[src/pse_pkg.sv]
// shared types and constants of the postfix stack evaluator
// no dependencies; used by pse_cell, pse_div and postfix_stack_evaluator_top
package pse_pkg;

    localparam int STACK_DEPTH_DEF = 64;
    localparam int DATA_W          = 32;
    localparam int LIT_W           = 31;
    localparam int OP_W            = 3;
    localparam int STATUS_W        = 2;
    localparam int DEPTH_OUT_W     = 7;

    // operator selector codes
    localparam logic [OP_W-1:0] OP_PUSH   = 3'd0;
    localparam logic [OP_W-1:0] OP_ADD    = 3'd1;
    localparam logic [OP_W-1:0] OP_SUB    = 3'd2;
    localparam logic [OP_W-1:0] OP_MUL    = 3'd3;
    localparam logic [OP_W-1:0] OP_DIV    = 3'd4;
    localparam logic [OP_W-1:0] OP_UNK    = 3'd5;
    localparam logic [OP_W-1:0] OP_FINISH = 3'd6;
    localparam logic [OP_W-1:0] OP_NONE   = 3'd7;

    // result status codes
    localparam logic [STATUS_W-1:0] ST_OK    = 2'd0;
    localparam logic [STATUS_W-1:0] ST_UNDER = 2'd1;
    localparam logic [STATUS_W-1:0] ST_OVER  = 2'd2;
    localparam logic [STATUS_W-1:0] ST_DIVZ  = 2'd3;

    // what each stack cell loads on a clock edge
    typedef enum logic [1:0] {
        CMD_HOLD       = 2'd0,
        CMD_LOAD_UP    = 2'd1,
        CMD_LOAD_NEXT  = 2'd2,
        CMD_LOAD_NEXT2 = 2'd3
    } t_cell_cmd;

    // sequencer states
    typedef enum logic [1:0] {
        S_IDLE = 2'b01,
        S_DIV  = 2'b10
    } t_state;

endpackage

[src/pse_cell.sv]
// one stack cell: holds a single word and shifts with its neighbours
// depends on pse_pkg
module pse_cell (
    input  logic                      i_clk,
    input  pse_pkg::t_cell_cmd        i_cmd,
    input  logic [pse_pkg::DATA_W-1:0] i_up,
    input  logic [pse_pkg::DATA_W-1:0] i_next,
    input  logic [pse_pkg::DATA_W-1:0] i_next2,
    output logic [pse_pkg::DATA_W-1:0] o_value
);
    import pse_pkg::*;

    logic [DATA_W-1:0] r_value;
    logic [DATA_W-1:0] n_value;

    // select the neighbour to take from
    always_comb begin
        case (i_cmd)
            CMD_LOAD_UP:    n_value = i_up;
            CMD_LOAD_NEXT:  n_value = i_next;
            CMD_LOAD_NEXT2: n_value = i_next2;
            default:        n_value = r_value;
        endcase
    end

    // payload register, no reset
    always_ff @(posedge i_clk) begin
        r_value <= n_value;
    end

    assign o_value = r_value;

endmodule

[src/pse_div.sv]
// iterative signed divider, one quotient bit per cycle, truncates toward zero
// depends on pse_pkg
module pse_div (
    input  logic                       i_clk,
    input  logic                       i_rst_n,
    input  logic                       i_start,
    input  logic [pse_pkg::DATA_W-1:0] i_dividend,
    input  logic [pse_pkg::DATA_W-1:0] i_divisor,
    output logic                       o_done,
    output logic [pse_pkg::DATA_W-1:0] o_quotient
);
    import pse_pkg::*;

    localparam int CNT_W = $clog2(DATA_W);

    logic              r_run;
    logic              r_done;
    logic [CNT_W-1:0]  r_cnt;
    logic [DATA_W-1:0] r_rem;
    logic [DATA_W-1:0] r_quo;
    logic [DATA_W-1:0] r_dsr;
    logic              r_neg;

    logic [DATA_W-1:0] w_mag_dvd;
    logic [DATA_W-1:0] w_mag_dsr;
    logic [DATA_W:0]   w_rem_sh;
    logic [DATA_W:0]   w_rem_sub;
    logic              w_fits;

    // operand magnitudes
    assign w_mag_dvd = i_dividend[DATA_W-1] ? (~i_dividend + 1'b1) : i_dividend;
    assign w_mag_dsr = i_divisor[DATA_W-1]  ? (~i_divisor + 1'b1)  : i_divisor;

    // one restoring step
    assign w_rem_sh  = {r_rem, r_quo[DATA_W-1]};
    assign w_rem_sub = w_rem_sh - {1'b0, r_dsr};
    assign w_fits    = (w_rem_sh >= {1'b0, r_dsr});

    // control
    always_ff @(posedge i_clk) begin
        if (!i_rst_n) begin
            r_run  <= 1'b0;
            r_done <= 1'b0;
            r_cnt  <= '0;
        end else begin
            r_done <= 1'b0;
            if (i_start) begin
                r_run <= 1'b1;
                r_cnt <= '0;
            end else if (r_run) begin
                r_cnt <= r_cnt + 1'b1;
                if (r_cnt == CNT_W'(DATA_W - 1)) begin
                    r_run  <= 1'b0;
                    r_done <= 1'b1;
                end
            end
        end
    end

    // datapath
    always_ff @(posedge i_clk) begin
        if (i_start) begin
            r_rem <= '0;
            r_quo <= w_mag_dvd;
            r_dsr <= w_mag_dsr;
            r_neg <= i_dividend[DATA_W-1] ^ i_divisor[DATA_W-1];
        end else if (r_run) begin
            r_rem <= w_fits ? w_rem_sub[DATA_W-1:0] : w_rem_sh[DATA_W-1:0];
            r_quo <= {r_quo[DATA_W-2:0], w_fits};
        end
    end

    assign o_done     = r_done;
    assign o_quotient = r_neg ? (~r_quo + 1'b1) : r_quo;

endmodule

[src/postfix_stack_evaluator_top.sv]
// postfix stack evaluator: stack held in a row of shifting cells, top at cell 0
// depends on pse_pkg, pse_cell and pse_div
//
//  channel  | direction | handshake          | fields
//  ---------+-----------+--------------------+-------------------------------------------
//  command  | in        | start, busy        | i_op, i_literal
//  result   | out       | o_valid strobe     | o_top_value, o_status, o_stack_depth,
//           |           |                    | o_is_final
//
// push, add, subtract, multiply, pop and finish are accepted at an edge, with the
// result strobed in the next cycle; busy stays low.
// a divide with two entries and a nonzero divisor runs in the bit-serial divider
// (32 quotient steps plus load and write-back); busy is high while it runs.
// a divide that underflows or divides by zero answers in the next cycle.
// reset clears the stack pointer and sequencer; cell contents are left as they are.
// the receiver cannot stall: each result is held for exactly one cycle.
module postfix_stack_evaluator_top #(
    parameter int STACK_DEPTH = pse_pkg::STACK_DEPTH_DEF
) (
    input  logic                              i_clk,
    input  logic                              i_rst_n,
    input  logic                              start,
    output logic                              busy,
    input  logic [pse_pkg::OP_W-1:0]          i_op,
    input  logic [pse_pkg::LIT_W-1:0]         i_literal,
    output logic                              o_valid,
    output logic signed [pse_pkg::DATA_W-1:0] o_top_value,
    output logic [pse_pkg::STATUS_W-1:0]      o_status,
    output logic [pse_pkg::DEPTH_OUT_W-1:0]   o_stack_depth,
    output logic                              o_is_final
);
    import pse_pkg::*;

    localparam int SP_W  = $clog2(STACK_DEPTH + 1);
    localparam int EXT_W = SP_W + DEPTH_OUT_W;

    // cell outputs, padded with two zero words past the bottom
    logic [DATA_W-1:0] w_val [0:STACK_DEPTH+1];
    t_cell_cmd         w_cmd0;
    t_cell_cmd         w_cmd_rest;
    logic [DATA_W-1:0] w_load_val;

    t_state            r_state;
    t_state            n_state;
    logic [SP_W-1:0]   r_sp;
    logic [SP_W-1:0]   n_sp;

    logic              r_valid;
    logic              n_valid;
    logic [DATA_W-1:0] r_top;
    logic [DATA_W-1:0] n_top;
    logic [STATUS_W-1:0] r_status;
    logic [STATUS_W-1:0] n_status;
    logic [DEPTH_OUT_W-1:0] r_depth;
    logic              r_final;
    logic              n_final;

    logic [DATA_W-1:0] w_a;
    logic [DATA_W-1:0] w_b;
    logic [DATA_W-1:0] w_c;
    logic [DATA_W-1:0] w_sum;
    logic [DATA_W-1:0] w_diff;
    logic [DATA_W-1:0] w_prod;
    logic [DATA_W-1:0] w_new_top;
    logic [EXT_W-1:0]  w_sp_ext;
    logic              w_accept;
    logic              w_div_start;
    logic              w_div_done;
    logic [DATA_W-1:0] w_quot;

    assign w_accept = start && !busy;
    assign w_a = w_val[0];
    assign w_b = w_val[1];
    assign w_c = w_val[2];

    // combinational arithmetic on the two top cells
    assign w_sum  = w_a + w_b;
    assign w_diff = w_b - w_a;
    assign w_prod = w_a * w_b;

    // row of stack cells
    genvar gi;
    generate
        for (gi = 0; gi < STACK_DEPTH; gi++) begin : g_cell
            logic [DATA_W-1:0] w_up;
            t_cell_cmd         w_cmd;
            if (gi == 0) begin : g_head
                assign w_up  = w_load_val;
                assign w_cmd = w_cmd0;
            end else begin : g_body
                assign w_up  = w_val[gi-1];
                assign w_cmd = w_cmd_rest;
            end
            pse_cell u_cell (
                .i_clk   (i_clk),
                .i_cmd   (w_cmd),
                .i_up    (w_up),
                .i_next  (w_val[gi+1]),
                .i_next2 (w_val[gi+2]),
                .o_value (w_val[gi])
            );
        end
    endgenerate
    assign w_val[STACK_DEPTH]   = '0;
    assign w_val[STACK_DEPTH+1] = '0;

    // shared iterative divider, b / a
    pse_div u_div (
        .i_clk      (i_clk),
        .i_rst_n    (i_rst_n),
        .i_start    (w_div_start),
        .i_dividend (w_b),
        .i_divisor  (w_a),
        .o_done     (w_div_done),
        .o_quotient (w_quot)
    );

    // decode, stack control and result build
    always_comb begin
        n_state     = r_state;
        n_sp        = r_sp;
        w_cmd0      = CMD_HOLD;
        w_cmd_rest  = CMD_HOLD;
        w_load_val  = w_a;
        n_valid     = 1'b0;
        n_status    = ST_OK;
        n_final     = 1'b0;
        w_div_start = 1'b0;

        case (r_state)
            S_IDLE: begin
                if (start) begin
                    n_valid = 1'b1;
                    case (i_op)
                        OP_PUSH: begin
                            if (r_sp == SP_W'(STACK_DEPTH)) begin
                                n_status = ST_OVER;
                            end else begin
                                w_cmd0     = CMD_LOAD_UP;
                                w_cmd_rest = CMD_LOAD_UP;
                                w_load_val = {1'b0, i_literal};
                                n_sp       = r_sp + 1'b1;
                            end
                        end
                        OP_ADD, OP_SUB, OP_MUL, OP_DIV, OP_UNK: begin
                            if (r_sp < SP_W'(2)) begin
                                n_status = ST_UNDER;
                            end else if (i_op == OP_UNK) begin
                                w_cmd0     = CMD_LOAD_NEXT2;
                                w_cmd_rest = CMD_LOAD_NEXT2;
                                n_sp       = r_sp - SP_W'(2);
                            end else if (i_op == OP_DIV) begin
                                if (w_a == '0) begin
                                    n_status = ST_DIVZ;
                                end else begin
                                    n_valid     = 1'b0;
                                    w_div_start = 1'b1;
                                    n_state     = S_DIV;
                                end
                            end else begin
                                w_cmd0     = CMD_LOAD_UP;
                                w_cmd_rest = CMD_LOAD_NEXT;
                                n_sp       = r_sp - 1'b1;
                                case (i_op)
                                    OP_ADD:  w_load_val = w_sum;
                                    OP_SUB:  w_load_val = w_diff;
                                    default: w_load_val = w_prod;
                                endcase
                            end
                        end
                        OP_FINISH: begin
                            if (r_sp == '0) begin
                                n_status = ST_UNDER;
                            end else begin
                                w_cmd0     = CMD_LOAD_NEXT;
                                w_cmd_rest = CMD_LOAD_NEXT;
                                n_sp       = r_sp - 1'b1;
                                n_final    = 1'b1;
                            end
                        end
                        default: begin
                            // selector seven leaves the stack alone
                        end
                    endcase
                end
            end
            S_DIV: begin
                if (w_div_done) begin
                    w_cmd0     = CMD_LOAD_UP;
                    w_cmd_rest = CMD_LOAD_NEXT;
                    w_load_val = w_quot;
                    n_sp       = r_sp - 1'b1;
                    n_valid    = 1'b1;
                    n_state    = S_IDLE;
                end
            end
            default: begin
                n_state = S_IDLE;
            end
        endcase

        // value that cell 0 takes on this edge
        case (w_cmd0)
            CMD_LOAD_UP:    w_new_top = w_load_val;
            CMD_LOAD_NEXT:  w_new_top = w_b;
            CMD_LOAD_NEXT2: w_new_top = w_c;
            default:        w_new_top = w_a;
        endcase

        if (n_final) begin
            n_top = w_a;
        end else if (n_sp == '0) begin
            n_top = '0;
        end else begin
            n_top = w_new_top;
        end
    end

    assign w_sp_ext = {{DEPTH_OUT_W{1'b0}}, n_sp};

    // control registers
    always_ff @(posedge i_clk) begin
        if (!i_rst_n) begin
            r_state <= S_IDLE;
            r_sp    <= '0;
            r_valid <= 1'b0;
        end else begin
            r_state <= n_state;
            r_sp    <= n_sp;
            r_valid <= n_valid;
        end
    end

    // result payload
    always_ff @(posedge i_clk) begin
        if (n_valid) begin
            r_top    <= n_top;
            r_status <= n_status;
            r_depth  <= w_sp_ext[DEPTH_OUT_W-1:0];
            r_final  <= n_final;
        end
    end

    assign busy          = (r_state != S_IDLE);
    assign o_valid       = r_valid;
    assign o_top_value   = r_top;
    assign o_status      = r_status;
    assign o_stack_depth = r_depth;
    assign o_is_final    = r_final;

    // checks
    a_sp_bound: assert property (@(posedge i_clk) disable iff (!i_rst_n)
        r_sp <= SP_W'(STACK_DEPTH))
        else $error("stack pointer beyond stack depth");

    a_no_result_in_div: assert property (@(posedge i_clk) disable iff (!i_rst_n)
        (r_state == S_DIV) |-> !r_valid)
        else $error("result strobe while divide in progress");

    a_final_ok: assert property (@(posedge i_clk) disable iff (!i_rst_n)
        (r_valid && r_final) |-> (r_status == ST_OK))
        else $error("final result with error status");

    a_accept_answered: assert property (@(posedge i_clk) disable iff (!i_rst_n)
        w_accept |=> (r_valid || busy))
        else $error("accepted transfer neither answered nor in progress");

endmodule
[config.mk]
export PLATFORM = sky130hd
export DESIGN_NAME = postfix_stack_evaluator_top
export DESIGN_NICKNAME = d
export VERILOG_FILES = /design/src/pse_pkg.sv /design/src/pse_cell.sv /design/src/pse_div.sv /design/src/postfix_stack_evaluator_top.sv
export SDC_FILE = /design/constraint.sdc
export NUM_CORES = 2
export LEC_CHECK = 0
export BUFFER_PORTS_ARGS = -buffer_cell sky130_fd_sc_hd__buf_2
export CORE_MARGIN = 1.5
export CORE_UTILIZATION = 35
export DETAILED_ROUTE_END_ITERATION = 12
export GPL_TIMING_DRIVEN = 1
export HOLD_SLACK_MARGIN = 0.03
export RECOVER_POWER = 100
export SYNTH_ARGS = -nofsm -noshare
export SYNTH_HDL_FRONTEND = slang
export SYNTH_HIERARCHICAL = 1
export SYNTH_SLANG_ARGS = --single-unit
[constraint.sdc]
create_clock -name i_clk -period 18.6 [get_ports i_clk]
set_clock_uncertainty 0.05 [all_clocks]
set_input_delay 0.93 -clock i_clk [delete_from_list [all_inputs] [get_ports i_clk]]
set_output_delay 0.93 -clock i_clk [all_outputs]
set_load 0.01 [all_outputs]
==> results_tabular.tex <==
\begin{tabular}{lr}
\hline
Metric & Value \\
\hline
\multicolumn{2}{l}{\textbf{Routing}} \\
\quad Final WL & 370 mm \\
\quad Met2 routed wirelength & approximately 170 mm \\
\quad Violation count after the first detailed-route iteration & a little over 8k \\
\quad Wire per inst & slightly above 20 µm \\
\quad Remaining DRCs & 0 \\
\quad Drt pass-1 iters & 7 \\
\quad Met3 routed wirelength & between 20 and 25 mm \\
\quad Vias & approximately 94k \\
\quad Vias per inst & between 5 and 6 \\
\quad Top Metal Used & met5 \\
\quad Met1 wire length & approximately 160 mm \\
\quad Post-route ant nets & 0 \\
\multicolumn{2}{l}{\textbf{Timing}} \\
\quad Measured slew at the worst slew-check pin & roughly 8900 ps \\
\quad Final min period & between 10000 and 15000 ps \\
\quad Upper clock frequency limit & 74.7 MHz \\
\quad Unrepaired setup endpoints after global routing & false \\
\quad Final number of hold-violating endpoints & 0 \\
\quad Final Max Tran Viols & 4548 \\
\quad Total negative slack for setup checks & 0 ps \\
\quad Final Setup Violations & 0 \\
\quad Final clock period utilization by the worst path & a little under three quarters \\
\quad Worst slew margin & -495\% \\
\multicolumn{2}{l}{\textbf{Global routing}} \\
\quad Global-route wire length before repair & 569 mm \\
\quad Pin count of the biggest net entering global routing & between 200 and 250 \\
\quad Total routing usage reported by global routing & around 18\% \\
\quad Number of global-route vias before repair & between 90k and 100k \\
\quad Initial antenna violation count & 12 \\
\quad Congestion Overflow GR & 0 \\
\multicolumn{2}{l}{\textbf{Worst setup path}} \\
\quad Worst path cell trace & inv\_1, ha\_1, clkbuf\_1, nand3\_1, nor2\_1, buf\_12, clkbuf\_1, or2\_2, clkbuf\_1 \\
\quad Source of the worst register-to-register timing path & r\_state[1]\$\_SDFFE\_PN0P\_ \\
\quad Arrival time of data at the critical path endpoint & between 10000 and 15000 ps \\
\quad Kind of cell adding the most delay to the critical path & buffers and inverters \\
\quad Required time worst endpoint & 18970 ps \\
\quad Critical path startpoint category & register \\
\quad Type of element capturing the critical path & register \\
\quad Critical path type & reg -> reg \\
\quad Most common cell on crit path & sky130\_fd\_sc\_hd\_\_clkbuf\_1 \\
\quad CP Max Fanout & about 120 \\
\quad Crit. Startpoint & r\_state[1]\$\_SDFFE\_PN0P\_ \\
\quad Largest incremental delay on the critical path & around 5000 ps \\
\quad CP max stage cell & sky130\_fd\_sc\_hd\_\_clkbuf\_1 \\
\quad Sum of buffers and inverters on the critical path & 5 \\
\multicolumn{2}{l}{\textbf{Finish}} \\
\quad Share of post-route cells with drive strength above 1 & $\sim$4.5\% \\
\quad Layout-stage area growth over the synthesis result & 6.31\% \\
\quad Sequential Area & around 0.066 mm² \\
\quad Nets@finish & 13.1k \\
\quad Leading cell type in the layout, fill and taps excluded & sky130\_fd\_sc\_hd\_\_nor2\_1 \\
\quad Multi-input gate area & 0.0635 mm² \\
\quad Commonest non-fill, non-tap cells in the layout & sky130\_fd\_sc\_hd\_\_nor2\_1, sky130\_fd\_sc\_hd\_\_a21oi\_1, sky130\_fd\_sc\_hd\_\_edfxtp\_1 \\
\quad Number of filler cells placed in the layout & slightly below 40k \\
\multicolumn{2}{l}{\textbf{Hold path}} \\
\quad Class of the tightest hold or removal check & reg -> reg \\
\quad Source of the worst hold timing path & r\_state[1]\$\_SDFFE\_PN0P\_ \\
\multicolumn{2}{l}{\textbf{Clock tree}} \\
\quad CTS root buf & sky130\_fd\_sc\_hd\_\_clkbuf\_16 \\
\quad Number of buffers on the longest clock path & 4 \\
\quad CTS H-tree lvls & 4 \\
\quad Clock slew at reported path FFs & 60 ps \\
\quad Number of buffers added to fix hold violations after cts & 0 \\
\quad Cts repair resizes & 0 \\
\quad TritonCTS clock tree & built \\
\quad Total CTS buffers & 238 \\
\quad CTS sink cnt & approximately 2.2k \\
\quad Setup fix buffers added after clock tree synthesis & 0 \\
\quad Clock insertion delay at the later pin of the skew report & roughly 950 ps \\
\multicolumn{2}{l}{\textbf{Run}} \\
\quad Number of violations of the max-capacitance limit & 97 \\
\multicolumn{2}{l}{\textbf{Floorplan}} \\
\quad Starting density of the core & around a third \\
\quad I/O pin total & 81 \\
\quad Core region area & about 0.39 mm² \\
\quad Height of the die & $\sim$630 µm \\
\quad Number of rows created at floorplan & 230 \\
\quad Horizontal die dimension & about 630 µm \\
\quad Total die area & 0.399 mm² \\
\multicolumn{2}{l}{\textbf{Synth}} \\
\quad Library cells used by synthesis & 93 \\
\quad Main combinational cell family by area after synthesis & multiplexers \\
\quad Mapped Avg Cell Area & between 10 and 15 µm² \\
\quad Share of the synthesized area in the top cell type & between 40 and 50\% \\
\quad Cell count after synthesis & between 10k and 15k \\
\quad Post-synthesis compound-gate area fraction & between 10\% and 20\% \\
\quad Post-synthesis adder-cell area fraction & 7.74\% \\
\quad FF+latch count, synth & between 2k and 2.5k \\
\quad Synthesized cell area & approximately 0.14 mm² \\
\quad Multiplexer area fraction after synthesis & 15.1\% \\
\quad Warning count from the yosys run & 6 \\
\quad EDFF count, synth & roughly 2.2k \\
\quad Post-synth top area cell & sky130\_fd\_sc\_hd\_\_edfxtp\_1 \\
\quad Proportion of synthesized flip-flops having asynchronous set or reset & 0\% \\
\quad Xor/xnor cell area share of the yosys netlist & under 10\% \\
\quad Synth area leaders & sky130\_fd\_sc\_hd\_\_edfxtp\_1, sky130\_fd\_sc\_hd\_\_mux2i\_1, sky130\_fd\_sc\_hd\_\_a21oi\_1 \\
\quad Simple-gate area share of the yosys netlist & between 10\% and 20\% \\
\quad Primary FF master, synth & sky130\_fd\_sc\_hd\_\_edfxtp\_1 \\
\quad Portion of the post-synthesis area used by sequential elements & between 40\% and 50\% \\
\multicolumn{2}{l}{\textbf{Placement}} \\
\quad Hpwl dp & roughly 250 mm \\
\quad Port Buffer Count & 80 \\
\quad Weighted congestion at the end of routability-driven global placement & 0.967 \\
\multicolumn{2}{l}{\textbf{Run status}} \\
\quad Result of the run & finished, violations left \\
\quad Violated checks & capacitance limit, slew limit \\
\hline
\end{tabular}
[worst min-delay path, delay by kind of cell (launching register included)]
family,cells,cell delay [ps]
AO/OA/AOI/OAI,1,60
buffers and inverters,1,70
flip-flops,1,310
[final timing paths]
path	endpoint	slack, ps	depth (start not counted)
max	g_cell[54].u_cell/o_value[24]$_DFFE_PP_	5210	9
min	r_state[1]$_SDFFE_PN0P_	430	2
max reg2reg	g_cell[54].u_cell/o_value[24]$_DFFE_PP_	5210	9
min reg2reg	r_state[1]$_SDFFE_PN0P_	430	2
[cell usage after synthesis, drive strengths merged (11+ instances only)]
library cell     n
o21a            23
nand3           47
o31ai           40
o41ai           16
a311oi          27
nand2          423
and2           324
nor4            12
edfxtp        2155
nor3            48
nor2b           31
xor2            79
fa             410
ha             200
a21o            44
a22o            14
a31oi           33
or3             25
clkbuf         390
o211ai          19
inv            524
mux2i         2073
nand2b          24
nor2          2262
and3            17
a21oi         2220
xnor2          172
a211oi          28
a22oi           21
buf            530
or2             75
or4             25
o21ai          161
dfxtp           49
nand4           18
a221o           11
[state kept, by name, summed over array words and instances (netlist names)]
| name | count |
|---|---|
| g_cell.u_cell/o_value | 2048 |
| o_is_final | 1 |
| o_stack_depth | 7 |
| o_status | 2 |
| o_top_value | 32 |
| o_valid | 1 |
| r_sp | 7 |
| r_state | 2 |
| u_div/o_done | 1 |
| u_div/r_cnt | 5 |
| u_div/r_dsr | 32 |
| u_div/r_neg | 1 |
| u_div/r_quo | 32 |
| u_div/r_rem | 32 |
| u_div/r_run | 1 |
[kinds of logic (layout without fill, tap and decap cells)]
| family | after synthesis | count (layout) |
|---|---|---|
| AO/OA/AOI/OAI | 2768 | 2768 |
| XOR/XNOR | 251 | 251 |
| adder cells (fa/ha/maj) | 610 | 610 |
| buffers and inverters | 1445 | 1256 |
| flip-flops | 2204 | 2204 |
| multiplexers | 2080 | 2080 |
| other | 1 | 101 |
| AND/OR/NAND/NOR | 3360 | 3360 |
[layout make-up]
class	count	share of cell area [%]
clock buffer	283	4.20
clock inverter	151	0.910
timing repair buffer	297	1.25
sequential	2204	44.7
inverter	525	1.34
antenna	5	0.00851
multi-input combinational	9165	43.2
tap	5220	4.44
[metrics by stage]
step,hold slack (ps),utilization (%),instances,instance area [µm²],worst slack (ps)
finish,433,37.4,17900,147000,5210
global route,425,37.4,17800,147000,4590
CTS,405,37.5,17800,148000,9730
detailed placement,427,35.6,17400,140000,9750
global placement,419,35.6,17400,140000,9700
floorplan,403,-,12800,139000,10840
[layer usage]
layer | up-vias | track usage, %
met3 | 626 | 2.33
met5 | - | 0
met4 | 2 | 6.47
li1 | 44600 | -
met1 | 46800 | 24.5
met2 | 2377 | 29.2
Power is not shown: default switching activity piles up to over one toggle a cycle in this logic, so the estimate is an artifact.
